==> config.mk <==
export PLATFORM = sky130hd
export DESIGN_NAME = unix_time_to_calendar_with_dst
export DESIGN_NICKNAME = d
export VERILOG_FILES = /design/src/utcd_pkg.sv /design/src/unix_time_to_calendar_with_dst.sv /design/src/utcd_ctrl.sv /design/src/utcd_dp.sv
export VERILOG_INCLUDE_DIRS = /design/src /design/src/src
export SDC_FILE = /design/constraint.sdc
export NUM_CORES = 1
export LEC_CHECK = 0
export ABC_AREA = 1
export BUFFER_PORTS_ARGS = -buffer_cell sky130_fd_sc_hd__buf_4
export CORE_MARGIN = 2
export CORE_UTILIZATION = 58
export DETAILED_ROUTE_END_ITERATION = 10
export GPL_TIMING_DRIVEN = 0
export PLACE_DENSITY = 0.76
export SYNTH_ARGS = -nofsm -noshare
export SYNTH_HDL_FRONTEND = slang
export SYNTH_SLANG_ARGS = --single-unit
export TNS_END_PERCENT = 1
==> constraint.sdc <==
create_clock -name clk -period 6.6 [get_ports clk]
set_input_delay 0.99 -clock clk [delete_from_list [all_inputs] [get_ports clk]]
set_output_delay 0.99 -clock clk [all_outputs]
set_load 0.01 [all_outputs]
==> src/unix_time_to_calendar_with_dst_macros.svh <==
// Assertion macros for the Unix time to calendar converter.
`ifndef UNIX_TIME_TO_CALENDAR_WITH_DST_MACROS_SVH
`define UNIX_TIME_TO_CALENDAR_WITH_DST_MACROS_SVH

// same-cycle implication
`define UTCD_ASSERT_NOW(lbl, clk, rst_n, ante, cons) \
	lbl: assert property (@(posedge clk) disable iff (!rst_n) (ante) |-> (cons)) \
		else $error("utcd assertion failed");

// next-cycle implication
`define UTCD_ASSERT_NEXT(lbl, clk, rst_n, ante, cons) \
	lbl: assert property (@(posedge clk) disable iff (!rst_n) (ante) |=> (cons)) \
		else $error("utcd assertion failed");

`endif

==> src/utcd_pkg.sv <==
// Shared types, constants and month table of the Unix time to calendar converter.
package utcd_pkg;

	localparam int unsigned IN_W  = 32;
	localparam int unsigned OUT_W = 56;

	localparam logic [16:0] SECS_PER_DAY  = 17'd86400;
	localparam logic [16:0] SECS_PER_HOUR = 17'd3600;
	localparam logic [16:0] SECS_PER_MIN  = 17'd60;
	localparam logic [9:0]  DAY_ODD       = 10'd675;
	localparam logic [25:0] DAY_RECIP     = 26'd50903317;
	localparam int unsigned RECIP_SHIFT   = 35;
	localparam logic [8:0]  DAYS_LEAP     = 9'd366;
	localparam logic [8:0]  DAYS_COMMON   = 9'd365;
	localparam logic [11:0] YEAR_BASE     = 12'd1970;
	localparam logic [6:0]  Y100_BASE     = 7'd70;
	localparam logic [8:0]  Y400_BASE     = 9'd370;
	localparam logic [3:0]  MON_FEB       = 4'd1;
	localparam logic [3:0]  MON_MAR       = 4'd2;
	localparam logic [3:0]  MON_NOV       = 4'd10;
	localparam logic [3:0]  MON_DEC       = 4'd11;

	typedef enum logic [2:0] {
		ST_IDLE,
		ST_DIV,
		ST_SETUP,
		ST_CAL,
		ST_MON,
		ST_FIN
	} utcd_state_t;

	typedef struct packed {
		logic load;
		logic div_step;
		logic setup;
		logic cal;
		logic mon;
	} utcd_cmd_t;

	typedef struct packed {
		logic cal_done;
		logic mon_done;
	} utcd_sts_t;

	typedef struct packed {
		logic        summer_time;
		logic [2:0]  weekday;
		logic [8:0]  day_of_year;
		logic [5:0]  second;
		logic [5:0]  minute;
		logic [4:0]  hour;
		logic [4:0]  day_of_month;
		logic [3:0]  month_index;
		logic [11:0] year;
	} utcd_res_t;

	function automatic logic [4:0] month_days(input logic [3:0] mon, input logic leap);
		logic [4:0] d;
		case (mon)
			4'd1:    d = leap ? 5'd29 : 5'd28;
			4'd3:    d = 5'd30;
			4'd5:    d = 5'd30;
			4'd8:    d = 5'd30;
			4'd10:   d = 5'd30;
			default: d = 5'd31;
		endcase
		return d;
	endfunction

endpackage

==> src/unix_time_to_calendar_with_dst.sv <==
// Top level of the Unix time to calendar converter with US daylight-saving flag.
//
//   channel  dir  beat contents
//   s_axis   in   tdata[31:0] unix_seconds
//   m_axis   out  tdata[55:0] calendar fields, see port comment
//
// One beat in gives one beat out. After the divide by 86400, the year loop runs beside
// the hour and minute countdown, and then the month walk steps on from January. The
// one-year-per-cycle loop is the longest of these phases; the divide by 86400 is a
// reciprocal multiply.
// One timestamp is in work at a time; the output register holds a finished beat
// while the next timestamp is taken. Reset clears control state only.
`include "unix_time_to_calendar_with_dst_macros.svh"
module unix_time_to_calendar_with_dst import utcd_pkg::*; (
	input  logic             clk,
	input  logic             arst_n,
	input  logic             s_tvalid,
	output logic             s_tready,
	input  logic [IN_W-1:0]  s_tdata,   // unix_seconds[31:0]
	output logic             m_tvalid,
	input  logic             m_tready,
	output logic [OUT_W-1:0] m_tdata    // year, month_index, day_of_month, hour, minute,
	                                    // second, day_of_year, weekday, summer_time, zero pad
);

	utcd_cmd_t        cmd;
	utcd_sts_t        sts;
	utcd_res_t        res;
	logic             out_load;
	logic             out_free;
	logic             m_tvalid_q;
	logic [OUT_W-1:0] m_tdata_q;
	utcd_res_t        m_res;
	logic             out_ranged;
	logic             out_dst_month;

	assign out_free = !m_tvalid_q || m_tready;

	utcd_ctrl u_ctrl (
		.clk      (clk),
		.arst_n   (arst_n),
		.in_valid (s_tvalid),
		.out_free (out_free),
		.sts      (sts),
		.in_ready (s_tready),
		.out_load (out_load),
		.cmd      (cmd)
	);

	utcd_dp u_dp (
		.clk     (clk),
		.cmd     (cmd),
		.in_data (s_tdata),
		.sts     (sts),
		.res     (res)
	);

	always_ff @(posedge clk or negedge arst_n) begin
		if (!arst_n) begin
			m_tvalid_q <= 1'b0;
		end else if (out_load) begin
			m_tvalid_q <= 1'b1;
		end else if (m_tready) begin
			m_tvalid_q <= 1'b0;
		end
	end

	always_ff @(posedge clk) begin
		if (out_load) begin
			m_tdata_q <= {{(OUT_W - $bits(utcd_res_t)){1'b0}}, res};
		end
	end

	assign m_tvalid = m_tvalid_q;
	assign m_tdata  = m_tdata_q;

	assign m_res         = m_tdata_q[$bits(utcd_res_t)-1:0];
	assign out_ranged    = (m_res.month_index <= MON_DEC) && (m_res.hour <= 5'd23);
	assign out_dst_month = (m_res.month_index >= MON_MAR) && (m_res.month_index <= MON_NOV);

	`UTCD_ASSERT_NEXT(a_one_in_flight, clk, arst_n, s_tvalid && s_tready, !s_tready)
	`UTCD_ASSERT_NOW(a_load_free, clk, arst_n, out_load, !m_tvalid_q || m_tready)
	`UTCD_ASSERT_NOW(a_field_range, clk, arst_n, m_tvalid, out_ranged)
	`UTCD_ASSERT_NOW(a_dst_months, clk, arst_n, m_tvalid && m_res.summer_time, out_dst_month)

endmodule

==> src/utcd_ctrl.sv <==
// Sequencer for the divide, year/time-of-day, month and output phases.
module utcd_ctrl import utcd_pkg::*; (
	input  logic      clk,
	input  logic      arst_n,
	input  logic      in_valid,
	input  logic      out_free,
	input  utcd_sts_t sts,
	output logic      in_ready,
	output logic      out_load,
	output utcd_cmd_t cmd
);

	utcd_state_t state_q, state_d;

	always_ff @(posedge clk or negedge arst_n) begin
		if (!arst_n) begin
			state_q <= ST_IDLE;
		end else begin
			state_q <= state_d;
		end
	end

	always_comb begin
		state_d  = state_q;
		cmd      = '0;
		in_ready = 1'b0;
		out_load = 1'b0;
		unique case (state_q)
			ST_IDLE: begin
				in_ready = 1'b1;
				if (in_valid) begin
					cmd.load = 1'b1;
					state_d  = ST_DIV;
				end
			end
			ST_DIV: begin
				cmd.div_step = 1'b1;
				state_d      = ST_SETUP;
			end
			ST_SETUP: begin
				cmd.setup = 1'b1;
				state_d   = ST_CAL;
			end
			ST_CAL: begin
				cmd.cal = 1'b1;
				if (sts.cal_done) begin
					state_d = ST_MON;
				end
			end
			ST_MON: begin
				cmd.mon = 1'b1;
				if (sts.mon_done) begin
					state_d = ST_FIN;
				end
			end
			ST_FIN: begin
				if (out_free) begin
					out_load = 1'b1;
					state_d  = ST_IDLE;
				end
			end
			default: begin
				state_d = ST_IDLE;
			end
		endcase
	end

endmodule

==> src/utcd_dp.sv <==
// Datapath: day divider, year and time-of-day reduction, month walk, weekday and DST flag.
module utcd_dp import utcd_pkg::*; (
	input  logic             clk,
	input  utcd_cmd_t        cmd,
	input  logic [IN_W-1:0]  in_data,
	output utcd_sts_t        sts,
	output utcd_res_t        res
);

	logic [31:0] t_q;
	logic [16:0] rem_q;
	logic [2:0]  wmod_q;
	logic [15:0] days_q;
	logic [11:0] year_q;
	logic [6:0]  y100_q;
	logic [8:0]  y400_q;
	logic [4:0]  hour_q;
	logic [5:0]  minute_q;
	logic [3:0]  mon_q;
	logic [8:0]  yday_q;

	logic [50:0] prod;
	logic [9:0]  q_lo;
	logic [9:0]  rday;
	logic [5:0]  oct_sum;
	logic [3:0]  oct_fold;
	logic [2:0]  wmod_next;
	logic        leap;
	logic [8:0]  ylen;
	logic        yr_more, tod_hr, tod_min, mon_more;
	logic [4:0]  dim;
	logic [4:0]  mday;
	logic [3:0]  ws;
	logic [2:0]  wday;
	logic [5:0]  lo;
	logic        late_hour, is_sun, after, equal;

	always_comb begin
		prod      = {26'd0, t_q[31:7]} * {25'd0, DAY_RECIP};
		q_lo      = days_q[9:0] * DAY_ODD;
		rday      = t_q[16:7] - q_lo;
		oct_sum   = {3'd0, days_q[2:0]} + {3'd0, days_q[5:3]} + {3'd0, days_q[8:6]}
			+ {3'd0, days_q[11:9]} + {3'd0, days_q[14:12]} + {5'd0, days_q[15]};
		oct_fold  = {1'b0, oct_sum[5:3]} + {1'b0, oct_sum[2:0]};
		wmod_next = (oct_fold >= 4'd7) ? 3'(oct_fold - 4'd7) : oct_fold[2:0];

		leap     = ((year_q[1:0] == 2'b00) && (y100_q != 7'd0)) || (y400_q == 9'd0);
		ylen     = leap ? DAYS_LEAP : DAYS_COMMON;
		yr_more  = days_q >= {7'd0, ylen};
		tod_hr   = rem_q >= SECS_PER_HOUR;
		tod_min  = rem_q >= SECS_PER_MIN;
		dim      = month_days(mon_q, leap);
		mon_more = (days_q >= {11'd0, dim}) && (mon_q != MON_DEC);

		sts.cal_done = !yr_more && !tod_min;
		sts.mon_done = !mon_more;

		mday = days_q[4:0] + 5'd1;
		ws   = {1'b0, wmod_q} + 4'd4;
		wday = (ws >= 4'd7) ? 3'(ws - 4'd7) : ws[2:0];

		lo        = {1'b0, mday} + 6'd7 - {3'd0, wday};
		late_hour = hour_q >= 5'd2;
		is_sun    = wday == 3'd0;
		after     = 1'b0;
		equal     = 1'b0;
		if (mon_q == MON_MAR) begin
			after = is_sun ? (mday >= 5'd15) : (lo >= 6'd15);
			equal = is_sun && (mday >= 5'd8) && (mday <= 5'd14);
		end else begin
			after = is_sun ? (mday >= 5'd8) : (lo >= 6'd8);
			equal = is_sun && (mday <= 5'd7);
		end

		res.year         = year_q;
		res.month_index  = mon_q;
		res.day_of_month = mday;
		res.hour         = hour_q;
		res.minute       = minute_q;
		res.second       = rem_q[5:0];
		res.day_of_year  = yday_q;
		res.weekday      = wday;
		if ((mon_q < MON_MAR) || (mon_q > MON_NOV)) begin
			res.summer_time = 1'b0;
		end else if ((mon_q > MON_MAR) && (mon_q < MON_NOV)) begin
			res.summer_time = 1'b1;
		end else if (mon_q == MON_MAR) begin
			res.summer_time = after || (equal && late_hour);
		end else begin
			res.summer_time = !(after || (equal && late_hour));
		end
	end

	always_ff @(posedge clk) begin
		if (cmd.load) begin
			t_q      <= in_data;
			year_q   <= YEAR_BASE;
			y100_q   <= Y100_BASE;
			y400_q   <= Y400_BASE;
			hour_q   <= '0;
			minute_q <= '0;
			mon_q    <= '0;
		end
		if (cmd.div_step) begin
			days_q <= prod[RECIP_SHIFT+15:RECIP_SHIFT];
		end
		if (cmd.setup) begin
			rem_q  <= {rday, t_q[6:0]};
			wmod_q <= wmod_next;
		end
		if (cmd.cal) begin
			if (yr_more) begin
				days_q <= days_q - {7'd0, ylen};
				year_q <= year_q + 12'd1;
				y100_q <= (y100_q == 7'd99) ? 7'd0 : y100_q + 7'd1;
				y400_q <= (y400_q == 9'd399) ? 9'd0 : y400_q + 9'd1;
			end else begin
				yday_q <= days_q[8:0];
			end
			if (tod_hr) begin
				rem_q  <= rem_q - SECS_PER_HOUR;
				hour_q <= hour_q + 5'd1;
			end else if (tod_min) begin
				rem_q    <= rem_q - SECS_PER_MIN;
				minute_q <= minute_q + 6'd1;
			end
		end
		if (cmd.mon && mon_more) begin
			days_q <= days_q - {11'd0, dim};
			mon_q  <= mon_q + 4'd1;
		end
	end

endmodule

# Yosys cells after proc, flatten, opt, wreduce, memory -nomap -nowiden

Cells that the tools add are included.

Register bits after elaboration: 175
Output and inout bits: 58
Logic and storage cells: 158

Add/sub/neg operators: 23
Multipliers: 2
$lt $le $gt $ge: 17
Equal/unequal tests: 18
Multiplexer cells: 55
Bitwise operators: 1
Reduce and logical (&&, ||, !) cells: 27

Operator list:

| kind                                                                     | number |
|---|---|
| 17-bit two-way mux                                                       | 4 |
| 16-bit two-way mux                                                       | 4 |
| 25-bit by 26-bit multiplier with 51-bit output (second input constant)   | 1 |
| 12-bit two-way mux                                                       | 3 |
| 9-bit two-way mux                                                        | 4 |
| 7-bit two-way mux                                                        | 4 |
| 6-bit two-way mux                                                        | 4 |
| 6-bit by 3-bit adder with 6-bit output                                   | 3 |
| 1-bit two-way mux                                                        | 18 |
| 3-bit two-way mux                                                        | 6 |
| 3-bit case mux with 6 select lines                                       | 1 |
| 17-bit by 12-bit >= comparator with 1-bit output (second input constant) | 1 |
| 17-bit by 6-bit >= comparator with 1-bit output (second input constant)  | 1 |
| 17-bit by 12-bit subtractor with 17-bit output (second input constant)   | 1 |
| 17-bit by 6-bit subtractor with 17-bit output (second input constant)    | 1 |
| 16-bit by 5-bit >= comparator with 1-bit output                          | 1 |
| 16-bit by 9-bit >= comparator with 1-bit output                          | 1 |
| 16-bit by 5-bit subtractor with 16-bit output                            | 1 |
| 16-bit by 9-bit subtractor with 16-bit output                            | 1 |
| 5-bit two-way mux                                                        | 3 |
| 12-bit by 1-bit adder with 12-bit output (second input constant)         | 1 |
| 6-bit by 4-bit >= comparator with 1-bit output (second input constant)   | 2 |
| 5-bit by 1-bit adder with 5-bit output (second input constant)           | 2 |
| 5-bit by 4-bit >= comparator with 1-bit output (second input constant)   | 2 |
| other kinds (46)                                                         | 73 |

# Longest topological paths before layout

Gate-level depths: netlist of run 1.

Word-level depth: 12
Gate-level depth with buffers: 32

# Cells and area by module

A second synthesis of run 1 with hierarchy kept.

Cell total of the unflattened synthesis: 2776
Area, all modules: 22242.6 µm²

Modules (own cells, without submodules):

| module                         | instances | cells an instance | area each (µm²) | seq. area each (µm²) |
|---|---|---|---|---|
| utcd_dp                        | 1         | 2675              | 20375.8         | 2922.8 |
| unix_time_to_calendar_with_dst | 1         | 62                | 1617.8          | 1556.5 |
| utcd_ctrl                      | 1         | 39                | 249.0           | 75.1 |

# Worst setup path after synthesis of run 1

Ideal clock, no wire load.

Path type: reg-to-reg
Start: register u_dp.t_q[26]
End: register u_dp.days_q[7]
Setup time: 0.115 ns
Arrival: 5.307 ns
Required time: 6.485 ns
Setup slack: 1.178 ns
Cell stages (with the launch flop): 22
Buffers on the path: 0
Clock period less this slack: 5.422 ns
Cells stage by stage: edfxtp_1 fa_1 ha_1 inv_1 fa_1 fa_1 inv_1 fa_1 inv_1 fa_1 inv_1 fa_1 ha_1 nand2_1 nor2_1 inv_1 nor3_1 nand4_1 nand4_1 nand3_1 a21oi_1 nor2_1

Longest elaborated chain between the ends: 5

Ends and longest elaborated chain:

| what                                               | RTL line       | RTL |
|---|---|---|
| from (decl)                                        | utcd_dp.sv:10  | `logic [31:0] t_q;` |
| from (signal assigned)                             | utcd_dp.sv:96  | `t_q <= in_data;` |
| 25-bit by 26-bit multiplier with 51-bit output (*) | utcd_dp.sv:39  | `prod = {26'd0, t_q[31:7]} * {25'd0, DAY_RECIP};` |
| 16-bit two-way mux (*)                             | utcd_dp.sv:104 | `if (cmd.div_step) begin` |
| 16-bit two-way mux                                 | utcd_dp.sv:112 | `if (yr_more) begin` |
| 16-bit two-way mux (*)                             | utcd_dp.sv:111 | `if (cmd.cal) begin` |
| 16-bit two-way mux (*)                             | utcd_dp.sv:128 | `if (cmd.mon && mon_more) begin` |
| to (signal assigned)                               | utcd_dp.sv:105 | `days_q <= prod[RECIP_SHIFT+15:RECIP_SHIFT];` |
| to (signal assigned)                               | utcd_dp.sv:113 | `days_q <= days_q - {7'd0, ylen};` |
| to (signal assigned)                               | utcd_dp.sv:129 | `days_q <= days_q - {11'd0, dim};` |
| to (decl)                                          | utcd_dp.sv:13  | `logic [15:0] days_q;` |

Mark *: on every way between the ends. The rest lies on a longest branch, timed or not.
A chain may end at the register's enable or synchronous reset.

# Worst setup path after layout of run 1

Start: register u_dp.t_q[31]
End: register u_dp.days_q[7]

The elaborated chain is that of the path after synthesis.

==> results of run 1 <==
==> synthesized netlist by cell type, drive strengths merged (18+ instances only) <==
| master | instances | area (um^2) |
|---|---|---|
| a21oi | 120 | 604 |
| buf | 18 | 116 |
| dfxtp | 68 | 1360 |
| edfxtp | 103 | 3090 |
| fa | 206 | 4120 |
| ha | 359 | 4490 |
| inv | 712 | 2680 |
| nand2 | 557 | 2120 |
| nand3 | 106 | 536 |
| nand4 | 31 | 206 |
| nor2 | 149 | 593 |
| nor3 | 29 | 166 |
| o21ai | 90 | 450 |
| xnor2 | 24 | 210 |
| xor2 | 48 | 420 |
==> registers in the layout, summed over array words and instances, names as in the netlist <==
name and count:
u_dp.rem_q 17, u_ctrl.state_q 3, u_dp.hour_q 5, u_dp.minute_q 6, u_dp.y400_q 9, u_dp.wmod_q 3
u_dp.yday_q 9, u_dp.t_q 32, u_dp.days_q 16, u_dp.y100_q 7, m_tdata 51, m_tvalid 1
u_dp.mon_q 4, u_dp.year_q 12
==> per-layer routing <==
| metal | up-vias | track usage |
|---|---|---|
| met5 | - | 0 |
| met3 | 65 | 0.0518 |
| li1 | 8672 | - |
| met4 | 0 | 0.0872 |
| met1 | 8390 | 0.414 |
| met2 | 513 | 0.490 |
==> cell usage in the layout, fill, tap and decap left out, types with 3 or more instances in the layout <==
cell and count:
sky130_fd_sc_hd__o21a_1 3, sky130_fd_sc_hd__conb_1 5, sky130_fd_sc_hd__o22ai_1 9, sky130_fd_sc_hd__nor4_1 6, sky130_fd_sc_hd__nor2_1 144, sky130_fd_sc_hd__clkbuf_16 17, sky130_fd_sc_hd__o21ai_0 81, sky130_fd_sc_hd__nand3b_1 4
sky130_fd_sc_hd__nand2_1 551, sky130_fd_sc_hd__xor2_1 48, sky130_fd_sc_hd__nand2_2 4, sky130_fd_sc_hd__nor3_1 26, sky130_fd_sc_hd__clkinvlp_4 3, sky130_fd_sc_hd__xnor2_1 24, sky130_fd_sc_hd__and3_1 3, sky130_fd_sc_hd__buf_4 127
sky130_fd_sc_hd__nor2_4 3, sky130_fd_sc_hd__nand3_1 105, sky130_fd_sc_hd__edfxtp_1 103, sky130_fd_sc_hd__dfrtp_1 4, sky130_fd_sc_hd__a21o_1 3, sky130_fd_sc_hd__inv_2 13, sky130_fd_sc_hd__fa_1 206, sky130_fd_sc_hd__inv_1 698
sky130_fd_sc_hd__dfxtp_1 68, sky130_fd_sc_hd__a22oi_1 3, sky130_fd_sc_hd__buf_2 9, sky130_fd_sc_hd__ha_1 358, sky130_fd_sc_hd__o21bai_1 13, sky130_fd_sc_hd__nand4_1 29, sky130_fd_sc_hd__o21ai_1 9, sky130_fd_sc_hd__a21oi_1 119
sky130_fd_sc_hd__o211ai_1 8, sky130_fd_sc_hd__or2_2 4, sky130_fd_sc_hd__clkinv_4 3, sky130_fd_sc_hd__clkbuf_1 14, sky130_fd_sc_hd__a31oi_1 3
==> per-stage QoR <==
step / utilization / setup TNS, ns / setup slack, ns / cell area, um^2
2_1_floorplan: - / 0 / 1.18 / 21800
3_3_place_gp: 0.619 / 0 / 0.187 / 23100
3_5_place_dp: 0.620 / 0 / 0.103 / 23200
4_1_cts: 0.636 / 0 / 0.0653 / 23800
5_1_grt: 0.642 / -0.0847 / -0.0301 / 24000
6_report: 0.642 / 0 / 0.313 / 24000
==> critical path, stage by stage (launching register included) <==
cell	delay (ns)
sky130_fd_sc_hd__edfxtp_1	0.55
sky130_fd_sc_hd__fa_1	0.54
sky130_fd_sc_hd__inv_1	0.05
sky130_fd_sc_hd__fa_1	0.47
sky130_fd_sc_hd__inv_1	0.06
sky130_fd_sc_hd__fa_1	0.52
sky130_fd_sc_hd__inv_1	0.05
sky130_fd_sc_hd__fa_1	0.53
sky130_fd_sc_hd__inv_1	0.06
sky130_fd_sc_hd__fa_1	0.52
sky130_fd_sc_hd__fa_1	0.54
sky130_fd_sc_hd__ha_1	0.32
sky130_fd_sc_hd__ha_1	0.40
sky130_fd_sc_hd__nand2_1	0.12
sky130_fd_sc_hd__nor2_1	0.21
sky130_fd_sc_hd__nand2_1	0.15
sky130_fd_sc_hd__nor3_1	0.30
sky130_fd_sc_hd__nand4_1	0.27
sky130_fd_sc_hd__nand4_1	0.16
sky130_fd_sc_hd__nand3_1	0.11
sky130_fd_sc_hd__a21oi_1	0.18
sky130_fd_sc_hd__nor2_1	0.06
==> kinds of logic after synthesis <==
| logic type | count (synthesis) | share of synthesized area |
|---|---|---|
| fa+ha+maj | 565 | 0.395 |
| other cells | 1 | 0.000172 |
| compound gates | 261 | 0.0658 |
| simple gates | 890 | 0.171 |
| buf+inv | 743 | 0.130 |
| xor+xnor | 72 | 0.0289 |
| mux | 1 | 0.000516 |
| flops | 175 | 0.209 |
==> layout make-up <==
type                       instances  area, um^2  share of cell area
buffer                            31         165             0.00688
sequential                       175        4550               0.190
multi-input combinational       1794       14500               0.602
inverter                         712        2680               0.111
tap                              511         639              0.0266
clock buffer                      18         429              0.0179
timing repair buffer             121         933              0.0389
clock inverter                    14         155             0.00646
==> final timing paths <==
check	slack [ns]	depth (start not counted)	startpoint	to
max	0.31	21	u_dp.t_q[31]	u_dp.days_q[7]
min	0.31	1	arst_n	m_tvalid
max reg2reg	0.31	21	u_dp.t_q[31]	u_dp.days_q[7]
min reg2reg	0.43	0	u_dp.yday_q[0]	m_tdata[38]
max in group asynchronous	6.19	1	arst_n	u_ctrl.state_q[1]
min in group clk	0.43	0	u_dp.yday_q[0]	m_tdata[38]
==> timing repair <==
item | 4_1_cts | 5_1_grt
gates resized for setup | 0 | 1
buffers inserted | 0 | 31
endpoints found under the setup margin | 0 | 16
==> results.yml, run 1 <==
floorplanning:
  die_height_um: 198
  core_area_um2: 37400
  initial_core_util: 0.584
  die_area_um2: 39200
  io_pins: 94
  placementRows: 71
  die_width_um: 198
timing:
  max_clock_freq_ghz: 0.159
  min_period_over_period: 0.953
  maxSlewViolCount: 0
  rsz0062_at_grt: "true"
  hold_violation_count_in_the_final_report: 0
  skew_ns: 0.0139
  period_needed_ns: 6.29
  whs_ns: 0.311
  slew_headroom: 0.399
  total_setup_violations_reported_at_the_end_of_the_flow: 0
  timing_worst_slew_pin_value_ns: 0.902
synthesis:
  synthesis.area_um2: 21800
  post_synth_cell_types: 53
  ys_seq_elements: 175
  syn_area_per_cell_um2: 8.06
  async_reset_ff_frac: 0.0229
  postSynthCellCount: 2708
  synth-edff-count: 103
  yosysSeqAreaShare: 0.209
  yosysWarningCount: 0
  synthFlopType: "sky130_fd_sc_hd__edfxtp_1"
place:
  place_congestion: 0.987
  post-place-cells: 3313
  dp.final_hpwl_mm: 46.1
  buffer_ports.inserted: 88
worst_setup_path:
  worstSetupPathType: "reg -> reg"
  crit_required_ns: 6.96
  start_kind: "register"
  setup.worst_path.end_class: "register"
  crit_path_max_fanout: 7
  crit_arrival_ns: 6.64
outcome:
  status: "completed"
routing:
  drc_errors: 0
  detailedRoute.firstPassIterationCount: 5
  detail_route.vias_per_cell: 5.23
  highest-signal-layer: "met4"
  routed-wl-met3_mm: 3.71
  dr_total_vias: 17600
  post_drt_wl_per_cell_um: 16.7
  drt_iter0_markers: 1274
  wire_length_on_met1_mm: 25.4
  routed-wl-met2_mm: 26.1
  final_antenna_net_count: 0
  finalWirelength_mm: 56.4
grt:
  globalRouteOverflowTotal: 0
  first_global_vias: 17700
  grt_max_degree: 36
  grt_antenna_before_repair: 0
  grt_pass1_wl_mm: 90.5
  grtUsageTotal: 0.301
clocking:
  cts_buffers: 17
  cts.hold.buffers_added: 0
  htree_num_levels: 4
  cts-root-to-sink-buffers: 2
  clkLatencyLatePin_ns: 0.47
  clock-root-buffer: "sky130_fd_sc_hd__clkbuf_16"
  clock_tree_from_tritoncts: "built"
  tritoncts_num_sinks: 175
  clk_transition_reported_paths_ns: 0.07
layout:
  post_route_cells_drive_above_1_share: 0.0726
  finalNetCount: 3453
  instances_no_fill: 3376
  n_fill_cell: 3239
  ant_diodes: 0
  area.growth.synth_to_final_pct: 10.0
job:
  maxCapViolations: 0
worst_hold_path:
  hold_class: "in -> async"
Power of run 1 is not shown: default switching activity piles up to over one toggle a cycle in this logic, so the estimate is an artifact.
==> inputs of run 2 (changes only) <==
--- a/config.mk
+++ b/config.mk
@@ -12,7 +12,7 @@
 export CORE_UTILIZATION = 58
 export DETAILED_ROUTE_END_ITERATION = 10
 export GPL_TIMING_DRIVEN = 0
-export PLACE_DENSITY = 0.76
+export PLACE_DENSITY_LB_ADDON = 0.08
 export SYNTH_ARGS = -nofsm -noshare
 export SYNTH_HDL_FRONTEND = slang
 export SYNTH_SLANG_ARGS = --single-unit
==> run 2 against run 1 <==
Die area did not move. Highest routed layer unchanged. Setup slack got worse by 0.047 ns. Critical path depth grew 3. Core utilization fell by 0.34 points.
==> results.yml, run 2 (same netlist as run 1, synthesis figures left out) <==
outcome:
  status: "completed"
worst_setup_path:
  crit_required_ns: 7.02
  setup.worst_path.end_class: "register"
  start_kind: "register"
  crit_path_max_fanout: 8
  crit_arrival_ns: 6.76
  worstSetupPathType: "reg -> reg"
routing:
  dr_total_vias: 17300
  detailedRoute.firstPassIterationCount: 5
  final_antenna_net_count: 0
  post_drt_wl_per_cell_um: 16.8
  drt_iter0_markers: 1179
  drc_errors: 0
  detail_route.vias_per_cell: 5.15
  finalWirelength_mm: 56.4
floorplanning:
  placementRows: 71
  die_area_um2: 39200
  initial_core_util: 0.584
  core_area_um2: 37400
  io_pins: 94
  die_width_um: 198
  die_height_um: 198
clocking:
  htree_num_levels: 4
  clk_transition_reported_paths_ns: 0.07
  clock-root-buffer: "sky130_fd_sc_hd__clkbuf_16"
  cts.hold.buffers_added: 0
  cts_buffers: 17
  clock_tree_from_tritoncts: "built"
  clkLatencyLatePin_ns: 0.49
  cts-root-to-sink-buffers: 2
  tritoncts_num_sinks: 175
timing:
  min_period_over_period: 0.960
  hold_violation_count_in_the_final_report: 0
  maxSlewViolCount: 0
  slew_headroom: 0.373
  max_clock_freq_ghz: 0.158
  skew_ns: 0.0149
  final_critical_path_setup_slack_ns: 0.266
  total_setup_violations_reported_at_the_end_of_the_flow: 0
  period_needed_ns: 6.33
  timing_worst_slew_pin_value_ns: 0.941
  rsz0062_at_grt: "true"
place:
  place_congestion: 0.972
  dp.final_hpwl_mm: 47.2
  detailedPlace.worstSlack_ns: 0.0575
  buffer_ports.inserted: 88
layout:
  final_common_cell: "sky130_fd_sc_hd__inv_1"
  final_cell_mix: "sky130_fd_sc_hd__inv_1, sky130_fd_sc_hd__nand2_1, sky130_fd_sc_hd__ha_1"
  post_route_cells_drive_above_1_share: 0.0671
  largest_register_ffs: 51
  utilization: 0.638
  finalNetCount: 3433
  area.growth.synth_to_final_pct: 9.41
  ant_diodes: 0
job:
  maxCapViolations: 0
grt:
  grt_pass1_wl_mm: 90.5
  grt_max_degree: 31
  grtUsageTotal: 0.307
  grt_antenna_before_repair: 0
  first_global_vias: 17300
  globalRouteOverflowTotal: 0
worst_hold_path:
  hold_class: "in -> async"
-- run 2: cell count changes in the layout (fill, tap and decap cells not counted) --
cell | before | now
sky130_fd_sc_hd__clkinv_4 | 3 | 1
sky130_fd_sc_hd__clkinvlp_4 | 3 | 1
sky130_fd_sc_hd__inv_8 | 2 | 3
sky130_fd_sc_hd__nor2_1 | 144 | 143
sky130_fd_sc_hd__clkinv_8 | 2 | 3
sky130_fd_sc_hd__clkinv_2 | 0 | 1
sky130_fd_sc_hd__nor3_2 | 2 | 3
sky130_fd_sc_hd__clkinv_1 | 1 | 0
sky130_fd_sc_hd__inv_6 | 2 | 4
sky130_fd_sc_hd__nor2_2 | 1 | 2
sky130_fd_sc_hd__nor3_1 | 26 | 25
sky130_fd_sc_hd__buf_4 | 127 | 107
-- run 2: path summary, 6_finish.rpt --
kind	startpoint	endpoint	slack (ns)	cells past startpoint
max	u_dp.t_q[23]	u_dp.days_q[11]	0.27	24
min	arst_n	u_ctrl.state_q[0]	0.28	1
max reg2reg	u_dp.t_q[23]	u_dp.days_q[11]	0.27	24
min reg2reg	u_dp.yday_q[0]	m_tdata[38]	0.43	0
max in group asynchronous	arst_n	u_ctrl.state_q[2]	6.21	1
min in group clk	u_dp.yday_q[0]	m_tdata[38]	0.43	0
-- run 2: metrics by stage --
step	instances	setup TNS, ns	area (um^2)	hold WS [ns]
3_3_place_gp	3311	0	23100	0.404
6_report	3356	0	23900	0.284
3_5_place_dp	3313	0	23200	0.405
2_1_floorplan	2712	0	21800	0.400
5_1_grt	3356	-0.0000657	23900	0.260
4_1_cts	3345	0	23800	0.241
-- run 2: metal layers --
layer	vias up	GRT usage	wire, um
li1	8639	-	-
met1	8173	0.442	27200
met2	405	0.478	24900
met3	50	0.0514	3280
met4	0	0.0874	1040
met5	-	0	0
-- run 2: worst max-delay path, cell delays in order, from the launching register on --
cell and delay (ns):
sky130_fd_sc_hd__edfxtp_1 0.78, sky130_fd_sc_hd__ha_2 0.38, sky130_fd_sc_hd__fa_1 0.43, sky130_fd_sc_hd__inv_1 0.08, sky130_fd_sc_hd__fa_1 0.45, sky130_fd_sc_hd__fa_1 0.56
sky130_fd_sc_hd__inv_1 0.06, sky130_fd_sc_hd__fa_1 0.52, sky130_fd_sc_hd__inv_1 0.06, sky130_fd_sc_hd__fa_1 0.52, sky130_fd_sc_hd__inv_1 0.05, sky130_fd_sc_hd__fa_1 0.47
sky130_fd_sc_hd__ha_1 0.32, sky130_fd_sc_hd__nand2_1 0.09, sky130_fd_sc_hd__nor2_1 0.18, sky130_fd_sc_hd__nand2_1 0.18, sky130_fd_sc_hd__inv_1 0.09, sky130_fd_sc_hd__nand2_1 0.14
sky130_fd_sc_hd__nor3_1 0.16, sky130_fd_sc_hd__nand2_1 0.20, sky130_fd_sc_hd__nand3_1 0.14, sky130_fd_sc_hd__nand2_1 0.06, sky130_fd_sc_hd__nand3_1 0.11, sky130_fd_sc_hd__nand2_1 0.07
sky130_fd_sc_hd__a21oi_1 0.13
-- run 2: cell type report --
type / instances / area (um^2)
flip-flops and latches: 175 / 4550
clock buffers: 18 / 429
fillers: 3301 / 13500
clock inverters: 14 / 169
well taps: 511 / 639
multi-input cells: 1794 / 14500
repair buffers: 101 / 783
plain buffers: 31 / 165
inverters: 712 / 2680
-- run 2: timing repair --
item / CTS / global route
buffers inserted: 0 / 11
resized for setup: 0 / 3
endpoints found under the setup margin: 0 / 15
Power of run 2 is left out for the same reason.
